<file path="config.mk">
export PLATFORM = sky130hd
export DESIGN_NAME = joint_trajectory_interpolator_top
export DESIGN_NICKNAME = d
export VERILOG_FILES = /design/src/rtl/core/jti_pkg.sv /design/src/rtl/core/jti_div.sv /design/src/rtl/core/jti_dp.sv /design/src/rtl/core/jti_ctrl.sv /design/src/rtl/core/joint_trajectory_interpolator_top.sv
export SDC_FILE = /design/constraint.sdc
export NUM_CORES = 2
export LEC_CHECK = 0
export BUFFER_PORTS_ARGS = -buffer_cell sky130_fd_sc_hd__buf_4
export CAP_MARGIN = 10
export CORE_MARGIN = 1
export CORE_UTILIZATION = 35
export DETAILED_ROUTE_END_ITERATION = 8
export PLACE_DENSITY = 0.61
export SYNTH_ARGS = -nofsm -noshare
export SYNTH_HDL_FRONTEND = slang
export SYNTH_SLANG_ARGS = --single-unit
export TNS_END_PERCENT = 5
</file>
<file path="constraint.sdc">
create_clock -name clk -period 21.2 [get_ports clk]
set_input_delay 6.36 -clock clk [delete_from_list [all_inputs] [get_ports clk]]
set_output_delay 6.36 -clock clk [all_outputs]
set_load 0.01 [all_outputs]
</file>
<file path="src/rtl/core/jti_pkg.sv">
// Shared types, codes and defaults for the joint trajectory interpolator.
// No dependencies; used by every module in rtl/core.
package jti_pkg;

    localparam int NUM_JOINTS_DEF    = 14;
    localparam int FRACTION_BITS_DEF = 16;
    localparam int TICK_W            = 20;
    localparam int TIME_W            = 32;
    localparam int POS_W             = 32;
    localparam logic [TICK_W-1:0] TICK_PERIOD_RESET = 20'd10000;

    typedef enum logic [2:0] {
        OP_LOAD_TARGET = 3'd0,
        OP_LOAD_START  = 3'd1,
        OP_BEGIN       = 3'd2,
        OP_TICK        = 3'd3,
        OP_RESTART     = 3'd4
    } opcode_t;

    typedef enum logic [2:0] {
        ST_IDLE,
        ST_PREP,
        ST_DIV,
        ST_READ,
        ST_MUL,
        ST_EMIT
    } state_t;

    localparam logic STATUS_POINT  = 1'b0;
    localparam logic STATUS_REJECT = 1'b1;

    typedef struct packed {
        logic [2:0]         opcode;
        logic [3:0]         joint_index;
        logic signed [31:0] joint_position;
        logic [31:0]        waypoint_time;
    } in_req_t;

    typedef struct packed {
        logic [3:0]         out_joint_index;
        logic signed [31:0] out_position;
        logic               last_joint;
        logic               status;
    } result_t;

    typedef struct packed {
        logic load_target;
        logic load_start;
        logic begin_seg;
        logic reject;
        logic tick;
        logic restart;
        logic prep;
        logic rd;
        logic mul;
        logic emit;
        logic finish;
    } ctrl_cmd_t;

    typedef struct packed {
        logic seg_active;
        logic mask_full;
        logic div_done;
        logic last_joint;
    } dp_stat_t;

endpackage

</file>
<file path="src/rtl/core/jti_div.sv">
// Restoring divider, one quotient bit per cycle: q = (num << FRACTION_BITS) / span.
// Requires num < span. Depends on jti_pkg.
module jti_div #(
    parameter int FRACTION_BITS = jti_pkg::FRACTION_BITS_DEF
) (
    input  logic                          clk,
    input  logic                          rst_n,
    input  logic                          go,
    input  logic [jti_pkg::TIME_W-1:0]    num,
    input  logic [jti_pkg::TIME_W-1:0]    span,
    output logic                          done,
    output logic [FRACTION_BITS-1:0]      quotient
);
    localparam int CW = $clog2(FRACTION_BITS + 1);
    localparam int TW = jti_pkg::TIME_W;

    logic [TW-1:0]            rem_reg, rem_next;
    logic [TW-1:0]            span_reg;
    logic [FRACTION_BITS-1:0] quo_reg, quo_next;
    logic [CW-1:0]            cnt_reg, cnt_next;
    logic                     run_reg, run_next;
    logic                     done_reg, done_next;
    logic [TW:0]              shifted;
    logic                     ge;

    always_comb
    begin
        shifted   = {rem_reg, 1'b0};
        ge        = shifted >= {1'b0, span_reg};
        rem_next  = rem_reg;
        quo_next  = quo_reg;
        cnt_next  = cnt_reg;
        run_next  = run_reg;
        done_next = 1'b0;
        if (go)
        begin
            rem_next = num;
            quo_next = '0;
            cnt_next = CW'(FRACTION_BITS);
            run_next = 1'b1;
        end
        else if (run_reg)
        begin
            rem_next = ge ? TW'(shifted - {1'b0, span_reg}) : TW'(shifted);
            quo_next = {quo_reg[FRACTION_BITS-2:0], ge};
            cnt_next = cnt_reg - CW'(1);
            if (cnt_reg == CW'(1))
            begin
                run_next  = 1'b0;
                done_next = 1'b1;
            end
        end
    end

    always_ff @(posedge clk or negedge rst_n)
    begin
        if (!rst_n)
        begin
            run_reg  <= 1'b0;
            done_reg <= 1'b0;
            cnt_reg  <= '0;
        end
        else
        begin
            run_reg  <= run_next;
            done_reg <= done_next;
            cnt_reg  <= cnt_next;
        end
    end

    always_ff @(posedge clk)
    begin
        rem_reg <= rem_next;
        quo_reg <= quo_next;
        if (go)
            span_reg <= span;
    end

    assign done     = done_reg;
    assign quotient = quo_reg;

endmodule

</file>
<file path="src/rtl/core/jti_dp.sv">
// Datapath: joint stores, trajectory time registers, divider and per-joint multiply.
// Depends on jti_pkg and jti_div.
module jti_dp #(
    parameter int NUM_JOINTS    = jti_pkg::NUM_JOINTS_DEF,
    parameter int FRACTION_BITS = jti_pkg::FRACTION_BITS_DEF
) (
    input  logic                           clk,
    input  logic                           rst_n,
    input  jti_pkg::in_req_t               req,
    input  logic                           cfg_we,
    input  logic [jti_pkg::TICK_W-1:0]     cfg_wdata,
    input  jti_pkg::ctrl_cmd_t             cmd,
    output jti_pkg::dp_stat_t              stat,
    output jti_pkg::result_t               result,
    output logic                           result_valid
);
    localparam int JW = (NUM_JOINTS > 1) ? $clog2(NUM_JOINTS) : 1;
    localparam int TW = jti_pkg::TIME_W;
    localparam int PW = jti_pkg::POS_W;
    localparam int FW = FRACTION_BITS + 1;
    localparam int MW = PW + 1 + FW + 1;
    localparam logic [FW-1:0] ONE  = FW'(1) << FRACTION_BITS;
    localparam logic [MW-1:0] HALF = MW'(1) << (FRACTION_BITS - 1);

    logic signed [PW-1:0] start_mem [NUM_JOINTS];
    logic signed [PW-1:0] target_mem [NUM_JOINTS];

    logic [jti_pkg::TICK_W-1:0] tick_period_reg;
    logic [NUM_JOINTS-1:0]      mask_reg;
    logic [TW-1:0]              elapsed_reg, seg_start_reg, seg_goal_reg;
    logic                       active_reg;
    logic                       full_reg;
    logic [JW-1:0]              j_reg;
    logic signed [PW-1:0]       start_rd_reg, target_rd_reg;
    logic signed [MW-1:0]       prod_reg;
    jti_pkg::result_t           result_reg, result_next;
    logic                       result_valid_reg, result_valid_next;

    logic [JW-1:0]              load_idx;
    logic                       idx_ok;
    logic [TW:0]                elapsed_sum;
    logic [TW-1:0]              elapsed_sat;
    logic [TW-1:0]              goal_new;
    logic                       div_done;
    logic [FRACTION_BITS-1:0]   div_q;
    logic [FW-1:0]              frac;
    logic signed [PW:0]         diff;
    logic signed [MW-1:0]       rounded;
    logic signed [MW-1:0]       shifted;
    logic                       last_j;

    assign load_idx    = JW'(req.joint_index);
    assign idx_ok      = 32'(req.joint_index) < NUM_JOINTS;
    assign elapsed_sum = {1'b0, elapsed_reg} + (TW+1)'(tick_period_reg);
    assign elapsed_sat = elapsed_sum[TW] ? '1 : elapsed_sum[TW-1:0];
    assign goal_new    = (req.waypoint_time > elapsed_sat) ? req.waypoint_time : elapsed_sat;
    assign frac        = full_reg ? ONE : {1'b0, div_q};
    assign diff        = {target_rd_reg[PW-1], target_rd_reg} - {start_rd_reg[PW-1], start_rd_reg};
    assign rounded     = prod_reg + $signed(HALF);
    assign shifted     = rounded >>> FRACTION_BITS;
    assign last_j      = j_reg == JW'(NUM_JOINTS - 1);

    jti_div #(
        .FRACTION_BITS (FRACTION_BITS)
    ) u_div (
        .clk      (clk),
        .rst_n    (rst_n),
        .go       (cmd.prep),
        .num      (elapsed_reg - seg_start_reg),
        .span     (seg_goal_reg - seg_start_reg),
        .done     (div_done),
        .quotient (div_q)
    );

    always_comb
    begin
        result_next       = result_reg;
        result_valid_next = 1'b0;
        if (cmd.reject)
        begin
            result_next.out_joint_index = '0;
            result_next.out_position    = '0;
            result_next.last_joint      = 1'b0;
            result_next.status          = jti_pkg::STATUS_REJECT;
            result_valid_next           = 1'b1;
        end
        else if (cmd.emit)
        begin
            result_next.out_joint_index = 4'(j_reg);
            result_next.out_position    = start_rd_reg + shifted[PW-1:0];
            result_next.last_joint      = last_j;
            result_next.status          = jti_pkg::STATUS_POINT;
            result_valid_next           = 1'b1;
        end
    end

    always_ff @(posedge clk or negedge rst_n)
    begin
        if (!rst_n)
        begin
            tick_period_reg  <= jti_pkg::TICK_PERIOD_RESET;
            mask_reg         <= '0;
            elapsed_reg      <= '0;
            seg_start_reg    <= '0;
            seg_goal_reg     <= '0;
            active_reg       <= 1'b0;
            full_reg         <= 1'b0;
            j_reg            <= '0;
            result_valid_reg <= 1'b0;
        end
        else
        begin
            result_valid_reg <= result_valid_next;
            if (cfg_we)
                tick_period_reg <= cfg_wdata;
            if (cmd.load_target && idx_ok)
                mask_reg[load_idx] <= 1'b1;
            if (cmd.begin_seg)
            begin
                seg_goal_reg  <= goal_new;
                seg_start_reg <= elapsed_reg;
                active_reg    <= 1'b1;
                mask_reg      <= '0;
            end
            if (cmd.tick)
                elapsed_reg <= elapsed_sat;
            if (cmd.restart)
            begin
                elapsed_reg   <= '0;
                seg_start_reg <= '0;
                seg_goal_reg  <= '0;
                active_reg    <= 1'b0;
            end
            if (cmd.prep)
            begin
                full_reg <= elapsed_reg >= seg_goal_reg;
                j_reg    <= '0;
            end
            if (cmd.emit && !last_j)
                j_reg <= j_reg + JW'(1);
            if (cmd.finish && full_reg)
                active_reg <= 1'b0;
        end
    end

    // joint stores: loads from requests, targets copied to start on the final tick
    always_ff @(posedge clk)
    begin
        if (cmd.load_target && idx_ok)
            target_mem[load_idx] <= req.joint_position;
        if (cmd.load_start && idx_ok)
            start_mem[load_idx] <= req.joint_position;
        if (cmd.rd)
        begin
            start_rd_reg  <= start_mem[j_reg];
            target_rd_reg <= target_mem[j_reg];
            if (full_reg)
                start_mem[j_reg] <= target_mem[j_reg];
        end
        if (cmd.mul)
            prod_reg <= MW'(diff * $signed({1'b0, frac}));
        result_reg <= result_next;
    end

    assign stat.seg_active = active_reg;
    assign stat.mask_full  = &mask_reg;
    assign stat.div_done   = div_done;
    assign stat.last_joint = last_j;
    assign result          = result_reg;
    assign result_valid    = result_valid_reg;

endmodule

</file>
<file path="src/rtl/core/jti_ctrl.sv">
// Controller: decodes requests and sequences divide and per-joint interpolation.
// Depends on jti_pkg.
module jti_ctrl (
    input  logic               clk,
    input  logic               rst_n,
    input  logic               start,
    input  logic [2:0]         opcode,
    input  jti_pkg::dp_stat_t  stat,
    output jti_pkg::ctrl_cmd_t cmd,
    output logic               busy
);
    jti_pkg::state_t state_reg, state_next;

    always_ff @(posedge clk or negedge rst_n)
    begin
        if (!rst_n)
            state_reg <= jti_pkg::ST_IDLE;
        else
            state_reg <= state_next;
    end

    always_comb
    begin
        state_next = state_reg;
        cmd        = '0;
        case (state_reg)
            jti_pkg::ST_IDLE:
            begin
                if (start)
                begin
                    case (opcode)
                        jti_pkg::OP_LOAD_TARGET: cmd.load_target = 1'b1;
                        jti_pkg::OP_LOAD_START:  cmd.load_start  = 1'b1;
                        jti_pkg::OP_BEGIN:
                        begin
                            if (!stat.seg_active)
                            begin
                                cmd.begin_seg = stat.mask_full;
                                cmd.reject    = !stat.mask_full;
                            end
                        end
                        jti_pkg::OP_TICK:
                        begin
                            if (stat.seg_active)
                            begin
                                cmd.tick   = 1'b1;
                                state_next = jti_pkg::ST_PREP;
                            end
                        end
                        jti_pkg::OP_RESTART: cmd.restart = 1'b1;
                        default: ;
                    endcase
                end
            end
            jti_pkg::ST_PREP:
            begin
                cmd.prep   = 1'b1;
                state_next = jti_pkg::ST_DIV;
            end
            jti_pkg::ST_DIV:
            begin
                if (stat.div_done)
                    state_next = jti_pkg::ST_READ;
            end
            jti_pkg::ST_READ:
            begin
                cmd.rd     = 1'b1;
                state_next = jti_pkg::ST_MUL;
            end
            jti_pkg::ST_MUL:
            begin
                cmd.mul    = 1'b1;
                state_next = jti_pkg::ST_EMIT;
            end
            jti_pkg::ST_EMIT:
            begin
                cmd.emit = 1'b1;
                if (stat.last_joint)
                begin
                    cmd.finish = 1'b1;
                    state_next = jti_pkg::ST_IDLE;
                end
                else
                begin
                    state_next = jti_pkg::ST_READ;
                end
            end
            default: state_next = jti_pkg::ST_IDLE;
        endcase
    end

    assign busy = state_reg != jti_pkg::ST_IDLE;

endmodule

</file>
<file path="src/rtl/core/joint_trajectory_interpolator_top.sv">
// Linear joint-space trajectory interpolator, top level.
// Depends on jti_pkg, jti_ctrl, jti_dp (and jti_div through jti_dp).
//
// A request is taken when start is high and busy is low. Load, begin and restart
// requests leave busy low; a rejected begin gives its one result (status 1) on the
// following cycle. A tick on an active segment raises busy while the block loads
// the divider, runs the serial divider at one fraction bit per cycle until its
// done flag rises, then takes each joint in turn through read, multiply and emit
// states and the shared multiplier. Results appear on result with result_valid
// high for exactly one cycle each and cannot be stalled; the receiver must take
// every strobe. tick_period may be written on any cycle the block is idle.
module joint_trajectory_interpolator_top #(
    parameter int NUM_JOINTS    = jti_pkg::NUM_JOINTS_DEF,
    parameter int FRACTION_BITS = jti_pkg::FRACTION_BITS_DEF
) (
    input  logic                       clk,
    input  logic                       rst_n,
    input  logic                       start,
    output logic                       busy,
    input  jti_pkg::in_req_t           req,
    input  logic                       cfg_we,
    input  logic [jti_pkg::TICK_W-1:0] cfg_wdata,
    output jti_pkg::result_t           result,
    output logic                       result_valid
);
    jti_pkg::ctrl_cmd_t cmd;
    jti_pkg::dp_stat_t  stat;

    jti_ctrl u_ctrl (
        .clk    (clk),
        .rst_n  (rst_n),
        .start  (start),
        .opcode (req.opcode),
        .stat   (stat),
        .cmd    (cmd),
        .busy   (busy)
    );

    jti_dp #(
        .NUM_JOINTS    (NUM_JOINTS),
        .FRACTION_BITS (FRACTION_BITS)
    ) u_dp (
        .clk          (clk),
        .rst_n        (rst_n),
        .req          (req),
        .cfg_we       (cfg_we),
        .cfg_wdata    (cfg_wdata),
        .cmd          (cmd),
        .stat         (stat),
        .result       (result),
        .result_valid (result_valid)
    );

endmodule
</file>
# Word-level counts from Yosys, hierarchy flattened

Memories as Yosys holds them, arrays and structs flattened. A register that Yosys moved wholly into a read port is not among the register bits.
Index checks and enable logic that the tools add are counted.

Memories kept: 2
Input bits: 95
Latch bits: 0
Bits in writable memories: 896
Output and inout bits: 40
Bits in read-only memories: 0
Register bits: 345

Memory list:

| memory          | words | bits a word | rd ports | clocked after memory_dff | write ports | RTL line     | RTL |
|---|---|---|---|---|---|---|---|
| u_dp.start_mem  | 14    | 32          | 1        | 1                        | 1           | jti_dp.sv:25 | `logic signed [PW-1:0] start_mem [NUM_JOINTS];` |
| u_dp.target_mem | 14    | 32          | 1        | 0                        | 1           | jti_dp.sv:26 | `logic signed [PW-1:0] target_mem [NUM_JOINTS];` |

$lt $le $gt $ge: 6
Multiplexer cells: 61
$mul: 1
Eq/ne operators: 15
Bitwise gates (word level): 1
Add/subtract/negate cells: 9
Div/mod/pow operators: 0
Reductions and logical operators: 19
Shift-type cells: 0

Operators by type and width:

| operator                                                              | count |
|---|---|
| 32-bit 2-to-1 mux                                                     | 12 |
| 32-bit subtractor                                                     | 3 |
| 48-bit by 17-bit adder with 48-bit output, second input constant      | 1 |
| 33-bit by 18-bit multiplier with 48-bit output                        | 1 |
| 32-bit by 20-bit adder with 33-bit output                             | 1 |
| 33-bit by 32-bit greater-or-equal comparator with 1-bit output        | 1 |
| 32-bit by 32-bit subtractor with 33-bit output                        | 1 |
| 32-bit adder                                                          | 1 |
| 32-bit greater-or-equal comparator                                    | 1 |
| 32-bit > comparator                                                   | 1 |
| 32-bit OR reduction                                                   | 1 |
| 1-bit 2-to-1 mux                                                      | 29 |
| 14-bit 2-to-1 mux                                                     | 2 |
| 3-bit case mux with 6 select lines                                    | 1 |
| 17-bit 2-to-1 mux                                                     | 1 |
| 14-bit bitwise OR                                                     | 1 |
| 14-bit AND reduction                                                  | 1 |
| 3-bit by 2-bit equality test with 1-bit output, second input constant | 4 |
| 3-bit 2-to-1 mux                                                      | 4 |
| 4-bit 2-to-1 mux                                                      | 3 |
| 6-bit 2-to-1 mux                                                      | 2 |
| 5-bit 2-to-1 mux                                                      | 2 |
| 2-bit nonzero test                                                    | 5 |
| 3-bit equality test, second input constant                            | 3 |
| 17 further kinds                                                      | 30 |

# Logic depth before layout (Yosys ltp)

Depth in word-level cells: 10
Mapped depth: 37

# Modules after synthesis

A second synthesis with hierarchy kept.

Cell total of the unflattened synthesis: 7318
Area total of the unflattened synthesis: 81852.3 µm²

Modules (own cells, without submodules):

| module   | area each (µm²) | cells each | instances |
|---|---|---|---|
| jti_dp   | 76159.3         | 6751       | 1 |
| jti_div  | 5408.9          | 532        | 1 |
| jti_ctrl | 284.0           | 35         | 1 |

# Worst setup path after synthesis

No wires, ideal clock.

Kind: input to register
Start: input port req[70] (netlist name)
End: memory u_dp.target_mem[4][0] (netlist name) (enable)
Buffers on the path: 0
Data arrival time: 9512 ps
Setup slack: 11225 ps
Stages: 4
Path through: or4b_1 > nor2_1 > nand3_1 > nor3_1

Word-level cells in the longest chain between the ends: 7

RTL lines:

| what                                   | RTL line                                | RTL |
|---|---|---|
| start: declaration                     | joint_trajectory_interpolator_top.sv:20 | `input jti_pkg::in_req_t req,` |
| 3-bit logical NOT                      | jti_ctrl.sv:31                          | `case (opcode)` |
| 1-bit 2-to-1 mux                       | jti_ctrl.sv:31                          |  |
| 6-bit 2-to-1 mux                       | jti_ctrl.sv:29                          | `if (start)` |
| 6-bit 2-to-1 mux                       | jti_ctrl.sv:26                          | `case (state_reg)` |
| 1-bit logical AND                      | jti_dp.sv:149                           | `if (cmd.load_target && idx_ok)` |
| 1-bit 2-to-1 mux                       | jti_dp.sv:149                           |  |
| 1-bit 2-to-1 mux (not written as such) | jti_dp.sv:150                           | `target_mem[load_idx] <= req.joint_position;` |
| end: declaration                       | jti_dp.sv:26                            |  |

No other way between the ends.

# Worst setup path in the final report

Start: register u_dp.start_rd_reg[1] (read register of u_dp.start_mem)
End: register u_dp.prod_reg[47] (data pin)

Word-level cells in the longest chain between the ends: 2

RTL lines:

| what                                           | RTL line      | RTL |
|---|---|---|
| start: declaration                             | jti_dp.sv:34  | `logic signed [PW-1:0] start_rd_reg, target_rd_reg;` |
| 32-bit by 32-bit subtractor with 33-bit output | jti_dp.sv:58  | `assign diff = {target_rd_reg[PW-1], target_rd_reg} - {start_rd_reg[PW-1], start_rd_reg};` |
| 33-bit by 18-bit multiplier with 48-bit output | jti_dp.sv:161 | `prod_reg <= MW'(diff * $signed({1'b0, frac}));` |
| end signal: assignment                         | jti_dp.sv:161 |  |
| end: declaration                               | jti_dp.sv:35  | `logic signed [MW-1:0] prod_reg;` |

No other way between the ends.
A chain may end at the register's enable or synchronous reset.

==> results.yml <==
run_status:
  outcome: "complete, no violations"
drt:
  wl_mm: 217.3
  drtPass1Iterations: 5
  vias: 50480
  routedWlPerCell_um: 22.96
  drc_errors: 0
  avgViaCountPerCell: 5.335
  drtIter0Drc: 5206
  antenna_left: 0
timing:
  finalCritPeriodShare: 0.4811
  fin_setup_tns_ns: 0
  final_hold_viol_count: 0
  finalCriticalPeriod_ns: 10.20
  finalMaxSlewViolations: 0
  rsz0062_at_grt: "no"
  fin_worst_skew_ns: 0.1016
  maxSlewHeadroom: 0.1734
  tightest_slew_ns: 1.229
  max_freq_mhz: 98.05
  finalSetupViolations: 0
min_path:
  whs_endpoint: "u_dp.result[16]"
  hold_start: "u_dp.result[16]"
  holdPathStages: 2
  hp-class: "reg2reg"
final_layout:
  drive_above_1_share: 0.1435
  layout_common_cells: "edfxtp_1 (1057), inv_1 (818), fa_1 (520)"
  syn_to_final_growth_pct: 11.43
  layout_commonest_cell: "edfxtp_1"
  nNetsFinal: 7367
synth:
  ys_seq_area_frac: 0.4683
  synth-seq-cells: 1258
  syn-num-nets: 7274
  postSynth.asyncResetShare: 0.1169
  netlist_instances: 6303
  synth.cell_area_um2: 77950
  avgSynthCellArea_um2: 12.37
  synth_edf_count: 1057
  synth_ff_type: "edfxtp_1"
  yosysWarnings: 0
  yosysUniqueCellTypes: 99
setup_path:
  rr_worst_depth: 32
  crit_top_cell: "fa_1"
  timing.rr.end: "u_dp.prod_reg[47]"
  worstPathArrival_ns: 10.75
  cp.required_ns: 21.75
  critical_path_class: "reg2reg"
  crit_family: "compound AO/OA/AOI/OAI gates"
  r2r_start: "u_dp.start_rd_reg[1]"
  cp_max_fo: 24
  cp-start-kind: "register"
  crit_path_end_kind: "register"
  cp_slowest_stage_delay_ns: 0.83
  crit_buf_inv: 4
  slowest_stage: "nor2_2"
  r2r_slack_ns: 11.00
clock_network:
  root_buffer: "clkbuf_16"
  cts_resized: 0
  cts_made_buffers: 121
  clk_pin_slew_ns: 0.07
  htree_levels: 3
  clk_path_buf_depth: 3
  cts_tree: "yes"
  clock_latency_ns: 0.81
  cts_setup_buffers: 0
  holdBufCountCts: 0
  cts.sinks: 1258
die:
  dieWidth_um: 473.9
  die_area_um2: 224600
  die_y_um: 473.9
  ioPinCount: 135
  rows: 172
  start_util: 0.3534
  core_area_um2: 220600
global_route:
  grt_max_degree: 121
  grt_pass1_wl_mm: 328.9
  grt_antenna_before_repair: 16
  grt_pass1_vias: 51890
  track_usage: 0.1944
  overflow: 0
placement:
  gp_congestion: 0.9114
  post-dp-hpwl_mm: 149.2
  portBuffers: 134
job:
  drv_cap: 0
-- synthesized netlist by cell type, types with 13 or more instances --
cell | number | area, um2
nor3_1 | 86 | 430.4
o31ai_1 | 59 | 442.9
nand2_1 | 509 | 1911
inv_1 | 817 | 3067
nor2_1 | 479 | 1798
a211oi_1 | 27 | 202.7
edfxtp_1 | 1057 | 31740
a31oi_1 | 51 | 319.1
nor2b_1 | 51 | 319.1
dfxtp_1 | 54 | 1081
mux4_2 | 256 | 5766
xor2_1 | 62 | 543.0
a311oi_1 | 14 | 122.6
a21oi_1 | 204 | 1021
nand3_1 | 136 | 680.7
o211ai_1 | 15 | 112.6
ha_1 | 356 | 4454
or3_1 | 22 | 137.6
o21a_1 | 48 | 360.4
nand4_1 | 44 | 275.3
buf_2 | 20 | 100.1
mux2i_1 | 50 | 500.5
nand2b_1 | 50 | 312.8
a21o_1 | 105 | 788.3
clkbuf_1 | 223 | 837.1
and2_1 | 47 | 294.0
dfrtp_1 | 142 | 3553
fa_1 | 520 | 10410
o21ai_0 | 178 | 890.9
buf_1 | 36 | 135.1
mux2_2 | 128 | 1441
xnor2_1 | 163 | 1428
o22ai_1 | 18 | 112.6
or2_2 | 13 | 81.33
and3_1 | 53 | 331.6
o21bai_1 | 21 | 157.7
-- kinds of logic (layout without fill, tap and decap cells) --
family,after synthesis,count (layout),synth area share
xor+xnor,227,227,0.02570
flops,1258,1258,0.4683
mux,434,434,0.09887
compound gates,865,865,0.07303
other cells,0,4,0
simple gates,1545,1545,0.09014
buf+inv,1098,1296,0.05329
fa+ha+maj,876,876,0.1907
-- layout make-up --
type / count / area [um2]
fill: 20660 / 133700
multi-input combinational: 3947 / 37590
sequential: 1258 / 36520
tap: 2958 / 3701
clock buffer: 159 / 3357
inverter: 818 / 3070
timing repair buffer: 250 / 1923
clock inverter: 69 / 695.7
antenna: 4 / 10.01
-- metrics by stage --
stage                     utilization  setup WS, ns  area (um2)  hold slack (ns)  std cells
after floorplan                     -         11.22       77950           0.4659       6303
after global placement         0.3752         11.08       82770           0.4497       9228
after detailed placement       0.3752         10.99       82770           0.4498       9228
after CTS                      0.3936         11.07       86820           0.4570       9456
after global routing           0.3938         10.57       86870           0.4683       9462
final                          0.3938         11.00       86870           0.4584       9463
-- worst max path at each step --
stage / from / endpoint / slack, ns / cells after the start
floorplan: req[70] / u_dp.target_mem[4][0] / 11.22 / 4
global placement: u_dp.start_rd_reg[1] / u_dp.prod_reg[47] / 11.08 / 32
detailed placement: u_dp.start_rd_reg[1] / u_dp.prod_reg[47] / 10.99 / 32
CTS: u_dp.start_rd_reg[1] / u_dp.prod_reg[47] / 11.07 / 32
global route: u_dp.start_rd_reg[1] / u_dp.prod_reg[47] / 10.57 / 32
finish: u_dp.start_rd_reg[1] / u_dp.prod_reg[47] / 11.00 / 32
-- tightest hold or removal path, cell delays in order (launching register included) --
cell	delay (ns)
dfxtp_1	0.31
nand2_1	0.05
a21oi_1	0.05
-- per-layer routing --
metal  track usage  vias to the layer above  routed length, um
met4       0.07147                       12               7654
li1              -                    22330                  -
met1        0.2636                    25940              91520
met2        0.3143                     1834             102600
met3       0.02956                      366              15420
met5             0                        -                 82
Power is left out: the tool's default activity adds up to more than one toggle a clock period on the data nets, which glitch-free logic cannot reach.
